$ cat src/hdl/spi_pss_pkg.sv
// ----------------------------------------------------------------------------
// spi_pss_pkg
// Shared types, constants and helpers for the serial clock prescaler search.
// ----------------------------------------------------------------------------
package spi_pss_pkg;

  // Field widths.
  localparam int FIELD_W  = 28;
  localparam int PRI_W    = 2;
  localparam int SEC_W    = 3;
  localparam int IDX_W    = PRI_W + SEC_W;
  localparam int NUM_PRI  = 1 << PRI_W;
  localparam int NUM_SEC  = 1 << SEC_W;
  localparam int NUM_CAND = NUM_PRI * NUM_SEC;
  localparam int SHIFT_W  = 4;

  // Latency from an accepted word to its result strobe.
  localparam int PIPE_DEPTH = 5;

  // The 1:1 with 1:1 pair is never a candidate.
  localparam logic [PRI_W-1:0] SKIP_PRIMARY   = 2'd3;
  localparam logic [SEC_W-1:0] SKIP_SECONDARY = 3'd7;

  localparam logic [FIELD_W-1:0] CORE_CLOCK_RESET = 28'd16000000;

  typedef logic [FIELD_W-1:0] word_t;

  // Every candidate divisor is a power of two times one of these odd factors.
  typedef enum logic [1:0] {ODD_1, ODD_3, ODD_5, ODD_7} odd_sel_t;

  localparam int NUM_ODD = 3;

  // Odd divisors 3, 5 and 7 with their truncated reciprocals (2^32 / d).
  localparam logic [2:0]  ODD_DIV   [NUM_ODD] = '{3'd3, 3'd5, 3'd7};
  localparam logic [31:0] ODD_RECIP [NUM_ODD] = '{32'd1431655765, 32'd858993459,
                                                  32'd613566756};
  localparam int RECIP_W = 32;

  // Primary ratios 64, 16, 4, 1 as shift amounts.
  localparam logic [SHIFT_W-1:0] PRI_SHIFT [NUM_PRI] = '{4'd6, 4'd4, 4'd2, 4'd0};

  // Secondary ratio 8 - code, split into odd factor and shift.
  localparam logic [SHIFT_W-1:0] SEC_SHIFT [NUM_SEC] = '{4'd3, 4'd0, 4'd1, 4'd0,
                                                        4'd2, 4'd0, 4'd1, 4'd0};
  localparam odd_sel_t SEC_ODD [NUM_SEC] = '{ODD_1, ODD_7, ODD_3, ODD_5,
                                            ODD_1, ODD_3, ODD_1, ODD_1};

  // Quotients of the clock by 3, 5 and 7 with the word they belong to.
  typedef struct packed {
    logic                      valid;
    word_t                     wanted;
    word_t                     clock;
    logic [NUM_ODD-1:0][FIELD_W-1:0] quot;
  } quot_t;

  // One candidate: its error and its code pair (primary in the high bits).
  typedef struct packed {
    word_t            err;
    logic [IDX_W-1:0] idx;
  } cand_t;

  // The left candidate comes first in search order and wins ties.
  function automatic cand_t pick_better(cand_t a, cand_t b);
    return (b.err < a.err) ? b : a;
  endfunction

endpackage

$ cat src/hdl/spi_pss_tree.sv
// ----------------------------------------------------------------------------
// spi_pss_tree
// Registered minimum tree over all candidates: two levels in the first
// stage, three in the second. The earlier candidate wins ties.
// ----------------------------------------------------------------------------
module spi_pss_tree (
  input  logic                                           clk,
  input  logic                                           rst,
  input  logic                                           valid_in,
  input  spi_pss_pkg::cand_t [spi_pss_pkg::NUM_CAND-1:0] cands_in,
  output logic                                           valid_out,
  output logic [spi_pss_pkg::IDX_W-1:0]                  best_idx
);

  localparam int N1 = spi_pss_pkg::NUM_CAND / 2;
  localparam int N2 = spi_pss_pkg::NUM_CAND / 4;
  localparam int N3 = spi_pss_pkg::NUM_CAND / 8;
  localparam int N4 = spi_pss_pkg::NUM_CAND / 16;

  spi_pss_pkg::cand_t [N1-1:0] lvl1;
  spi_pss_pkg::cand_t [N2-1:0] lvl2;
  spi_pss_pkg::cand_t [N2-1:0] mid;
  logic                        valid_d;
  spi_pss_pkg::cand_t [N3-1:0] lvl3;
  spi_pss_pkg::cand_t [N4-1:0] lvl4;
  spi_pss_pkg::cand_t          lvl5;

  // First two levels.
  always_comb begin
    for (int i = 0; i < N1; i++) begin
      lvl1[i] = spi_pss_pkg::pick_better(cands_in[2*i], cands_in[2*i+1]);
    end
    for (int i = 0; i < N2; i++) begin
      lvl2[i] = spi_pss_pkg::pick_better(lvl1[2*i], lvl1[2*i+1]);
    end
  end

  // Stage D.
  always_ff @(posedge clk) begin
    if (rst) begin
      valid_d <= 1'b0;
    end else begin
      valid_d <= valid_in;
    end
  end

  always_ff @(posedge clk) begin
    mid <= lvl2;
  end

  // Last three levels.
  always_comb begin
    for (int i = 0; i < N3; i++) begin
      lvl3[i] = spi_pss_pkg::pick_better(mid[2*i], mid[2*i+1]);
    end
    for (int i = 0; i < N4; i++) begin
      lvl4[i] = spi_pss_pkg::pick_better(lvl3[2*i], lvl3[2*i+1]);
    end
    lvl5 = spi_pss_pkg::pick_better(lvl4[0], lvl4[1]);
  end

  // Stage E: the result register.
  always_ff @(posedge clk) begin
    if (rst) begin
      valid_out <= 1'b0;
    end else begin
      valid_out <= valid_d;
    end
  end

  always_ff @(posedge clk) begin
    best_idx <= lvl5.idx;
  end

endmodule

$ cat config.mk
export PLATFORM = sky130hd
export DESIGN_NAME = spi_pss_tree
export DESIGN_NICKNAME = d
export VERILOG_FILES = /design/src/hdl/spi_pss_pkg.sv /design/src/hdl/spi_pss_tree.sv
export SDC_FILE = /design/constraint.sdc
export NUM_CORES = 2
export LEC_CHECK = 0
export BUFFER_PORTS_ARGS = -buffer_cell sky130_fd_sc_hd__buf_2
export CAP_MARGIN = 10
export CORE_AREA = 2 2 410 412
export DETAILED_ROUTE_END_ITERATION = 7
export DIE_AREA = 0 0 412 414
export SLEW_MARGIN = 0
export SYNTH_ARGS = -nofsm -noshare
export SYNTH_HDL_FRONTEND = slang
export SYNTH_SLANG_ARGS = --single-unit
$ cat constraint.sdc
create_clock -name clk -period 15.5 [get_ports clk]
set_clock_uncertainty 0.2 [all_clocks]
set_input_delay 3.875 -clock clk [delete_from_list [all_inputs] [get_ports clk]]
set_output_delay 3.875 -clock clk [all_outputs]
set_load 0.005 [all_outputs]
==> flow_summary.toml <==
[route]
via_per_inst = 4.72
ant_nets = 0
wl_per_cell_um = 23.2
drtIter0Drc = 2101
drt_pass1_iterations = 6
routed_wl_um = 180000
drc = 0
vias = 36700

[clocking]
cts_tree = "done"
cts_buffers = 39
root_buffer = "clkbuf_16"
htreeDepth = 2
cts_resized = 0
clk_path_buf_depth = 3
cts.sinks = 271
path_clk_slew_ns = 0.05
post_cts_buffers = 0
cts_hold_buf = 0
clkLatencyLatePin_ns = 0.60

[yosys]
synth-seq-area-share = 0.148
syn_area_per_cell_um2 = 8.18
async_flop_share = 0
syn-instance-count = 4474
synth_seq_cells = 271
synth_cell_types = 72
synth.area.top_cells = "ha_1 29%, mux2i_1 20%, dfxtp_1 15%, inv_1 7.9%, a21oi_1 4.7%"
synthesis.nets = 6370
synth_top_area_frac = 0.286
yosysWarnings = 0
synth_edf_count = 0
syn-cell-area_um2 = 36600
synth_largest_area_cell = "ha_1"
synthFlopType = "dfxtp_1"

[sta]
hold_viol = 0
fin_hold_ws_ns = 0.244
setup_viol = 0
period_share = 0.624
setup-tns-final_ns = 0
tightest_slew_ns = 1.40
max-slew-margin-rel = 0.0565
clock.fmax_mhz = 103
period_needed_ns = 9.67
rsz0062_at_grt = "false"
finalMaxSlewViolations = 0

[floorplanning]
core-area_um2 = 166000
die-area_um2 = 171000
fp.dieH_um = 414
io_pins = 1065
placementRows = 150
die_x_um = 412
start_util = 0.220

[global_routing]
grt_pass1_wl_um = 249000
antenna_found_initial = 97
grt_pass1_vias = 36500
grt_overflow = 0
grt_max_degree = 60
grt_usage = 0.202

[critical_path]
crit_path_end_kind = "register"
crit_slowest_cell = "buf_4"
critPathKind = "in -> reg"
required_ns = 15.77
max_stage_delay_ns = 0.51
path_max_fanout = 57
cpMostUsedCell = "a21o_1"
critPathLaunchType = "input pin"
crit_arrival_ns = 9.93

[final_layout]
mostFrequentLayoutCell = "buf_2"
layoutNonFillerInstCount = 7768
drive_gt1_frac = 0.218
syn2layout_area_growth_pct = 26.0
nets = 7384
layout_common_cells = "1064 x buf_2, 837 x ha_1, 771 x inv_1, 739 x mux2i_1, 342 x a21oi_1"

[place]
portBuffers = 1064
placedCellCount = 7651
gp_congestion = 1.01
hpwlAfterDp_um = 163000

[run_status]
status = "complete, no violations"

[power]
power.leakage_nw = 26.4
irDropWorstVdd_mv = 0.129
power_density_nw_per_um2 = 133

[hold_path]
hold_path_class = "reg -> reg"

[job]
maxCapViolCount = 0
sequential cells by signal (all words and copies together) (netlist names):
register   count
mid          264
best_idx       5
valid_out      1
valid_d        1
power by group:
group	total, mW	leakage, nW	switching, mW	internal (mW)
registers	1.05	2.29	0.148	0.903
clock network	1.02	0.702	0.389	0.626
logic	4.06	23.4	2.53	1.53
total	6.12	26.4	3.06	3.06
kinds of logic after synthesis:
kind of cell	share of synthesized area
DFF	0.148
and+or+nand+nor	0.0992
AOI/OAI and AO/OA	0.166
adders and majority gates	0.286
buffers and inverters	0.0936
muxes	0.206
Yosys cell counts, types with 6 or more instances:
master	count
buf_1	18
and3_1	12
mux2_2	10
o21a_1	29
buf_2	39
buf_4	7
a211oi_1	43
or3_1	7
a21o_1	218
a21oi_1	344
or4_1	8
o21ai_1	60
ha_1	837
inv_1	771
nand4_1	137
a221oi_1	8
nor2_1	215
a2111oi_0	10
o21ai_0	145
nor2b_1	43
o31ai_1	6
dfxtp_1	271
clkbuf_1	58
nor3_1	30
a31oi_1	13
nand3_1	36
nor4_1	19
o211ai_1	30
mux2i_1	739
nand2b_1	32
a211o_1	9
nand2_1	178
final timing paths:
check | start | end | slack (ns) | cells past startpoint
hold reg to reg | valid_d | valid_out | 0.24 | 1
setup reg to reg | mid[93] | best_idx[1] | 6.70 | 29
setup / recovery | cands_in[600] | mid[153] | 5.83 | 25
hold / removal | valid_d | valid_out | 0.24 | 1
metal layers:
layer  track usage  wire [um]  vias to the layer above
li1              -          -                    18000
met1         0.241      74600                    17300
met2         0.366      90900                     1095
met3        0.0263       8800                      251
met4        0.0704       5710                       18
met5             0        117                        -
stage by stage:
| step | worst slack, ns | utilization | instance area [um^2] | total power, mW |
|---|---|---|---|---|
| 4_1_cts | 5.88 | 0.277 | 46000 | 6.24 |
| 2_1_floorplan | 6.77 | - | 36600 | 3.58 |
| 3_5_place_dp | 5.22 | 0.268 | 44600 | 5.17 |
| 6_report | 5.83 | 0.277 | 46100 | 6.12 |
| 3_3_place_gp | 5.31 | 0.268 | 44600 | 5.07 |
| 5_1_grt | 5.47 | 0.277 | 46100 | 6.68 |
critical path: cells and delay by family:
family / cells / cell delay (ns)
compound gates: 15 / 3.76
buf+inv: 5 / 1.10
fa+ha+maj: 2 / 0.61
simple gates: 2 / 0.38
mux: 1 / 0.16
layout make-up:
type                       instances  area, um^2
antenna                           46         115
inverter                         771        2890
sequential                       271        5430
clock inverter                    21         353
timing repair buffer            1095        5560
multi-input combinational       3310       27900
tap                             2204        2760
clock buffer                      50        1100
fill                           18100      120000
No activity file was read; power rests on OpenSTA's default activity.
