$ cat config.mk
export PLATFORM = sky130hd
export DESIGN_NAME = spi_pss_err
export DESIGN_NICKNAME = d
export VERILOG_FILES = /design/src/hdl/spi_pss_pkg.sv /design/src/hdl/spi_pss_err.sv
export SDC_FILE = /design/constraint.sdc
export NUM_CORES = 2
export LEC_CHECK = 0
export BUFFER_PORTS_ARGS = -buffer_cell sky130_fd_sc_hd__clkbuf_2
export CORE_AREA = 2 2 471 473
export DETAILED_ROUTE_END_ITERATION = 7
export DIE_AREA = 0 0 473 475
export PLACE_DENSITY = 0.55
export REMOVE_ABC_BUFFERS = 1
export SLEW_MARGIN = 20
export SYNTH_ARGS = -nofsm -noshare
export SYNTH_HDL_FRONTEND = slang
export SYNTH_SLANG_ARGS = --single-unit
$ cat constraint.sdc
create_clock -name clk -period 5.28 [get_ports clk]
set_clock_uncertainty 0.15 [all_clocks]
set_input_delay 0.264 -clock clk [delete_from_list [all_inputs] [get_ports clk]]
set_output_delay 0.264 -clock clk [all_outputs]
set_load 0.02 [all_outputs]
$ cat src/hdl/spi_pss_pkg.sv
// ----------------------------------------------------------------------------
// spi_pss_pkg
// Shared types, constants and helpers for the serial clock prescaler search.
// ----------------------------------------------------------------------------
package spi_pss_pkg;

  // Field widths.
  localparam int FIELD_W  = 28;
  localparam int PRI_W    = 2;
  localparam int SEC_W    = 3;
  localparam int IDX_W    = PRI_W + SEC_W;
  localparam int NUM_PRI  = 1 << PRI_W;
  localparam int NUM_SEC  = 1 << SEC_W;
  localparam int NUM_CAND = NUM_PRI * NUM_SEC;
  localparam int SHIFT_W  = 4;

  // Latency from an accepted word to its result strobe.
  localparam int PIPE_DEPTH = 5;

  // The 1:1 with 1:1 pair is never a candidate.
  localparam logic [PRI_W-1:0] SKIP_PRIMARY   = 2'd3;
  localparam logic [SEC_W-1:0] SKIP_SECONDARY = 3'd7;

  localparam logic [FIELD_W-1:0] CORE_CLOCK_RESET = 28'd16000000;

  typedef logic [FIELD_W-1:0] word_t;

  // Every candidate divisor is a power of two times one of these odd factors.
  typedef enum logic [1:0] {ODD_1, ODD_3, ODD_5, ODD_7} odd_sel_t;

  localparam int NUM_ODD = 3;

  // Odd divisors 3, 5 and 7 with their truncated reciprocals (2^32 / d).
  localparam logic [2:0]  ODD_DIV   [NUM_ODD] = '{3'd3, 3'd5, 3'd7};
  localparam logic [31:0] ODD_RECIP [NUM_ODD] = '{32'd1431655765, 32'd858993459,
                                                  32'd613566756};
  localparam int RECIP_W = 32;

  // Primary ratios 64, 16, 4, 1 as shift amounts.
  localparam logic [SHIFT_W-1:0] PRI_SHIFT [NUM_PRI] = '{4'd6, 4'd4, 4'd2, 4'd0};

  // Secondary ratio 8 - code, split into odd factor and shift.
  localparam logic [SHIFT_W-1:0] SEC_SHIFT [NUM_SEC] = '{4'd3, 4'd0, 4'd1, 4'd0,
                                                        4'd2, 4'd0, 4'd1, 4'd0};
  localparam odd_sel_t SEC_ODD [NUM_SEC] = '{ODD_1, ODD_7, ODD_3, ODD_5,
                                            ODD_1, ODD_3, ODD_1, ODD_1};

  // Quotients of the clock by 3, 5 and 7 with the word they belong to.
  typedef struct packed {
    logic                      valid;
    word_t                     wanted;
    word_t                     clock;
    logic [NUM_ODD-1:0][FIELD_W-1:0] quot;
  } quot_t;

  // One candidate: its error and its code pair (primary in the high bits).
  typedef struct packed {
    word_t            err;
    logic [IDX_W-1:0] idx;
  } cand_t;

  // The left candidate comes first in search order and wins ties.
  function automatic cand_t pick_better(cand_t a, cand_t b);
    return (b.err < a.err) ? b : a;
  endfunction

endpackage

$ cat src/hdl/spi_pss_err.sv
// ----------------------------------------------------------------------------
// spi_pss_err
// Forms all candidate rates from the quotients by shifting and registers the
// absolute error of each against the requested rate.
// ----------------------------------------------------------------------------
module spi_pss_err (
  input  logic                                           clk,
  input  logic                                           rst,
  input  spi_pss_pkg::quot_t                             quot_in,
  output logic                                           valid_out,
  output spi_pss_pkg::cand_t [spi_pss_pkg::NUM_CAND-1:0] cands_out
);

  spi_pss_pkg::cand_t [spi_pss_pkg::NUM_CAND-1:0] cands;

  // One error unit per code pair.
  for (genvar g = 0; g < spi_pss_pkg::NUM_CAND; g++) begin : g_cand
    localparam int PI = g / spi_pss_pkg::NUM_SEC;
    localparam int SI = g % spi_pss_pkg::NUM_SEC;
    localparam logic SKIP = (PI == int'(spi_pss_pkg::SKIP_PRIMARY)) &&
                            (SI == int'(spi_pss_pkg::SKIP_SECONDARY));

    spi_pss_pkg::word_t base;
    spi_pss_pkg::word_t rate;
    spi_pss_pkg::word_t err;

    // Pick the odd-factor quotient, then apply the power-of-two part.
    always_comb begin
      case (spi_pss_pkg::SEC_ODD[SI])
        spi_pss_pkg::ODD_3: base = quot_in.quot[0];
        spi_pss_pkg::ODD_5: base = quot_in.quot[1];
        spi_pss_pkg::ODD_7: base = quot_in.quot[2];
        default:            base = quot_in.clock;
      endcase
      rate = base >> (spi_pss_pkg::PRI_SHIFT[PI] + spi_pss_pkg::SEC_SHIFT[SI]);
      if (SKIP) begin
        // The skipped pair sits last and carries the largest error, so it loses.
        err = '1;
      end else if (rate > quot_in.wanted) begin
        err = rate - quot_in.wanted;
      end else begin
        err = quot_in.wanted - rate;
      end
    end

    always_ff @(posedge clk) begin
      cands[g].err <= err;
      cands[g].idx <= spi_pss_pkg::IDX_W'(g);
    end
  end

  // Stage C valid.
  always_ff @(posedge clk) begin
    if (rst) begin
      valid_out <= 1'b0;
    end else begin
      valid_out <= quot_in.valid;
    end
  end

  assign cands_out = cands;

endmodule

==> summary.md <==
| Metric | Value |
|---|---|
| Worst path slowest cell | buf_4 |
| Most frequent cells in the layout | ha_1 (1203), a21oi_1 (1019), clkbuf_2 (993) |
| Register area share after synthesis | 0.1804 |
| Status | complete, no violations |
| Port buffer count | 1010 |
| Unrepaired setup endpoints after global routing | false |
| HP Class | in -> reg |
| Most Frequent Cell on Critical Path | buf_4 |
| Max Cap Viol | 0 |
| Antenna Nets Post-Route | 0 |
| Period minus WS final | ~4.4 ns |
| Post-synthesis mux area share | 0.03474 |
| Crit path max fanout | 20 |
| Clk pin slew, worst setup/hold paths | 0.06 ns |
| Post-CTS sizing | 0 |
| Final period util | 0.8362 |
| Synthesized area per cell | 8.002 µm² |
| Max_slew headroom | 0.2116 |
| DRC Markers | 0 |
| Cell area after synthesis | just under 80000 µm² |
| Via/cell ratio | 6.002 |
| Largest net degree at the start of global routing | 44 |
| DR vias | 81760 |
| Post-synth EDFFs | 0 |
| Most common cell after layout, fill and taps aside | ha_1 |
| Clk buf depth | 3 |
| Ys async rst share | 0 |
| Pwr/cell area | 303.7 nW/µm² |
| Final TNS setup | 0 ns |
| Final core occ | 0.4105 |
| Post-CTS Setup Inserts | 0 |
| Slew Limit Fails | 0 |
| Post-synthesis compound-gate area fraction | 0.2895 |
| Core box area | 219100 µm² |
| Die Span Y | between 400 and 500 µm |
| Worst path required time | 5.74 ns |
| Met2 Use GR | 0.5595 |
| Register area | 14030 µm² |
| Post-Synth Adder-Cell Area | 0.2064 |
| Starting Density | 0.3551 |
| Largest family of logic cells by synthesized area | compound AO/OA/AOI/OAI gates |
| Crit-path cells | dlygate4sd3_1 -> buf_4 -> buf_4 -> ha_1 -> a21oi_1 -> o21ba_2 -> o21ai_0 -> or3_1 -> a211oi_2 -> nor2_1 -> nand2_2 -> buf_4 -> mux2i_1 -> o221ai_1 -> xnor2_1 |
| Io pins | 1200 |
| Synth Area in Simple Gates | 0.1396 |
| Layout cells sized above 1 | 0.1710 |
| Delay of the slowest critical-path stage | 0.55 ns |
| Layout fillers | 22510 |
| Antenna violations before repair | 66 |
| Clock buffer count from CTS | 88 |
| GR met3 Demand/Resource | 0.07628 |
| Syn Inst Count | approximately 9700 |
| Area growth syn-to-layout | 15.60% |
| TritonCTS Sinks | 701 |
| Setup crit end kind | register |
| Horiz. Die Dim | 473 µm |
| Num rows | 172 |
| Crit path DAT | 4.87 ns |
| Tot GR Track Use | 0.3698 |
| Max Freq | approximately 230 MHz |
| GP Congestion | 1.005 |
| Yosys cell types | 111 |
| XOR/XNOR share of the synthesized area | 0.06834 |
| Fin nets | 12050 |
| Detailed Place HPWL | 348500 µm |
| CTS tree | done |
| DR WL/cell | between 30 and 40 µm |
| H-Tree Depth | 3 |
| Routed wire length | 436200 µm |
| Critical path startpoint category | input pin |
| Syn. warnings | 0 |
| Final Hold Viols | 0 |
| Remaining global-route overflow | 0 |
| CTS root buf | clkbuf_16 |
| Multi-input gate area | 58270 µm² |
| Global-route wire length before repair | 594400 µm |
| Drt first pass iters | 8 |
| Vias in the first global route | 76940 |
| Initial DRC count | roughly 8500 |
| Setup violations, final | 0 |
| Die ar. | 224700 µm² |
| Register bit total from synthesis | 701 |
| GR peak layer | met2 |
| Synth Flop Type | dfxtp_1 |
| Critical path class | in -> reg |
| Peak supply drop | 0.2658 mV |
| Global routing usage on met1 | 0.4705 |
| P_leak | about 44 nW |
| Worst-Margin Slew | approximately 1.2 ns |
[metrics by stage]
stage | cell area [µm²] | cells | setup WS [ns] | hold slack (ns) | power, mW
after CTS | 89870 | 13600 | 1.067 | 0.0006452 | 27.24
final | 89930 | 13620 | 0.8651 | 0.06647 | 27.31
after detailed placement | 86490 | 13400 | 0.3697 | 0.2770 | 20.59
after global placement | 86490 | 13400 | 0.4266 | 0.2747 | 20.63
after global routing | 89870 | 13600 | 0.7073 | 0.04872 | 28.37
after floorplan | 73700 | 9046 | 0.5854 | 0.1856 | 14.64
[synth_stat cells, types with 39 or more instances]
cell type	number	share of area
o211ai_1	79	0.0076
a31o_2	39	0.0044
xnor2_1	365	0.041
and3_1	82	0.0066
a31oi_1	126	0.010
buf_2	113	0.0073
buf_4	370	0.036
o21a_1	121	0.012
dfxtp_1	701	0.18
o31ai_1	83	0.0080
inv_1	396	0.019
nor3_1	148	0.0095
xor2_1	242	0.027
nor2_1	532	0.026
nand4_1	126	0.010
a21o_1	656	0.063
a21boi_0	45	0.0043
a211oi_1	138	0.013
and2_1	80	0.0064
o21ai_0	546	0.035
a21oi_1	1019	0.066
clkbuf_1	364	0.018
nor2b_1	189	0.015
fa_1	50	0.013
nand2_1	527	0.025
or3_1	55	0.0044
nand3_1	180	0.012
mux2i_1	234	0.030
o21bai_1	137	0.013
nand2b_1	93	0.0075
ha_1	1203	0.19
[cells by family (layout without fill, tap and decap cells)]
kind of cell               after synthesis  count (layout)
xor gates and xnor gates               607             607
AOI/OAI and AO/OA                     3439            3439
and+or+nand+nor                       2189            2189
adders and majority gates             1253            1253
buffers and inverters                 1264            2084
other                                    2             212
muxes                                  266             266
DFF                                    701             701
[layout make-up]
type,instances,area share
clock buffer,107,0.02664
antenna,24,0.0006678
timing repair buffer,1521,0.1049
multi-input combinational,7942,0.6480
tap,2871,0.03995
clock inverter,53,0.007012
inverter,403,0.01685
sequential,701,0.1561
[registers in the layout (all words and copies together) (netlist names)]
register and flops:
valid_out 1, cands_out 700
[power breakdown]
group / internal [mW] / total, mW / switching, mW / leakage [nW]
combinational: 4.31 / 13.1 / 8.83 / 36.9
clock: 3.71 / 6.52 / 2.80 / 1.46
sequential: 6.55 / 7.65 / 1.11 / 5.92
total: 14.6 / 27.3 / 12.7 / 44.2
[worst max-delay path, delay by kind of cell]
kind	cells	cell delay [ns]
adders and majority gates	1	0.46
AOI/OAI and AO/OA	5	1.11
buffers and inverters	4	1.58
muxes	1	0.20
and+or+nand+nor	3	0.72
xor gates and xnor gates	1	0.50
[timing repair]
item	4_1_cts	5_1_grt
endpoints found under the hold margin	41	0
endpoints found under the setup margin	0	0
hold buffers	35	0
[worst paths after layout]
check | start | end | slack, ns | cells past startpoint
min | quot_in[91] | cands_out[402]$_DFF_P_ | 0.07 | 4
max | quot_in[137] | cands_out[989]$_DFF_P_ | 0.87 | 15
[layer usage]
layer  vias to the layer above  wire [µm]
li1                      36540          -
met1                     39710     180400
met2                      4469     184600
met3                      1009      36780
met4                        32      34240
met5                         -        215
Power figures use the tool's default switching activity.
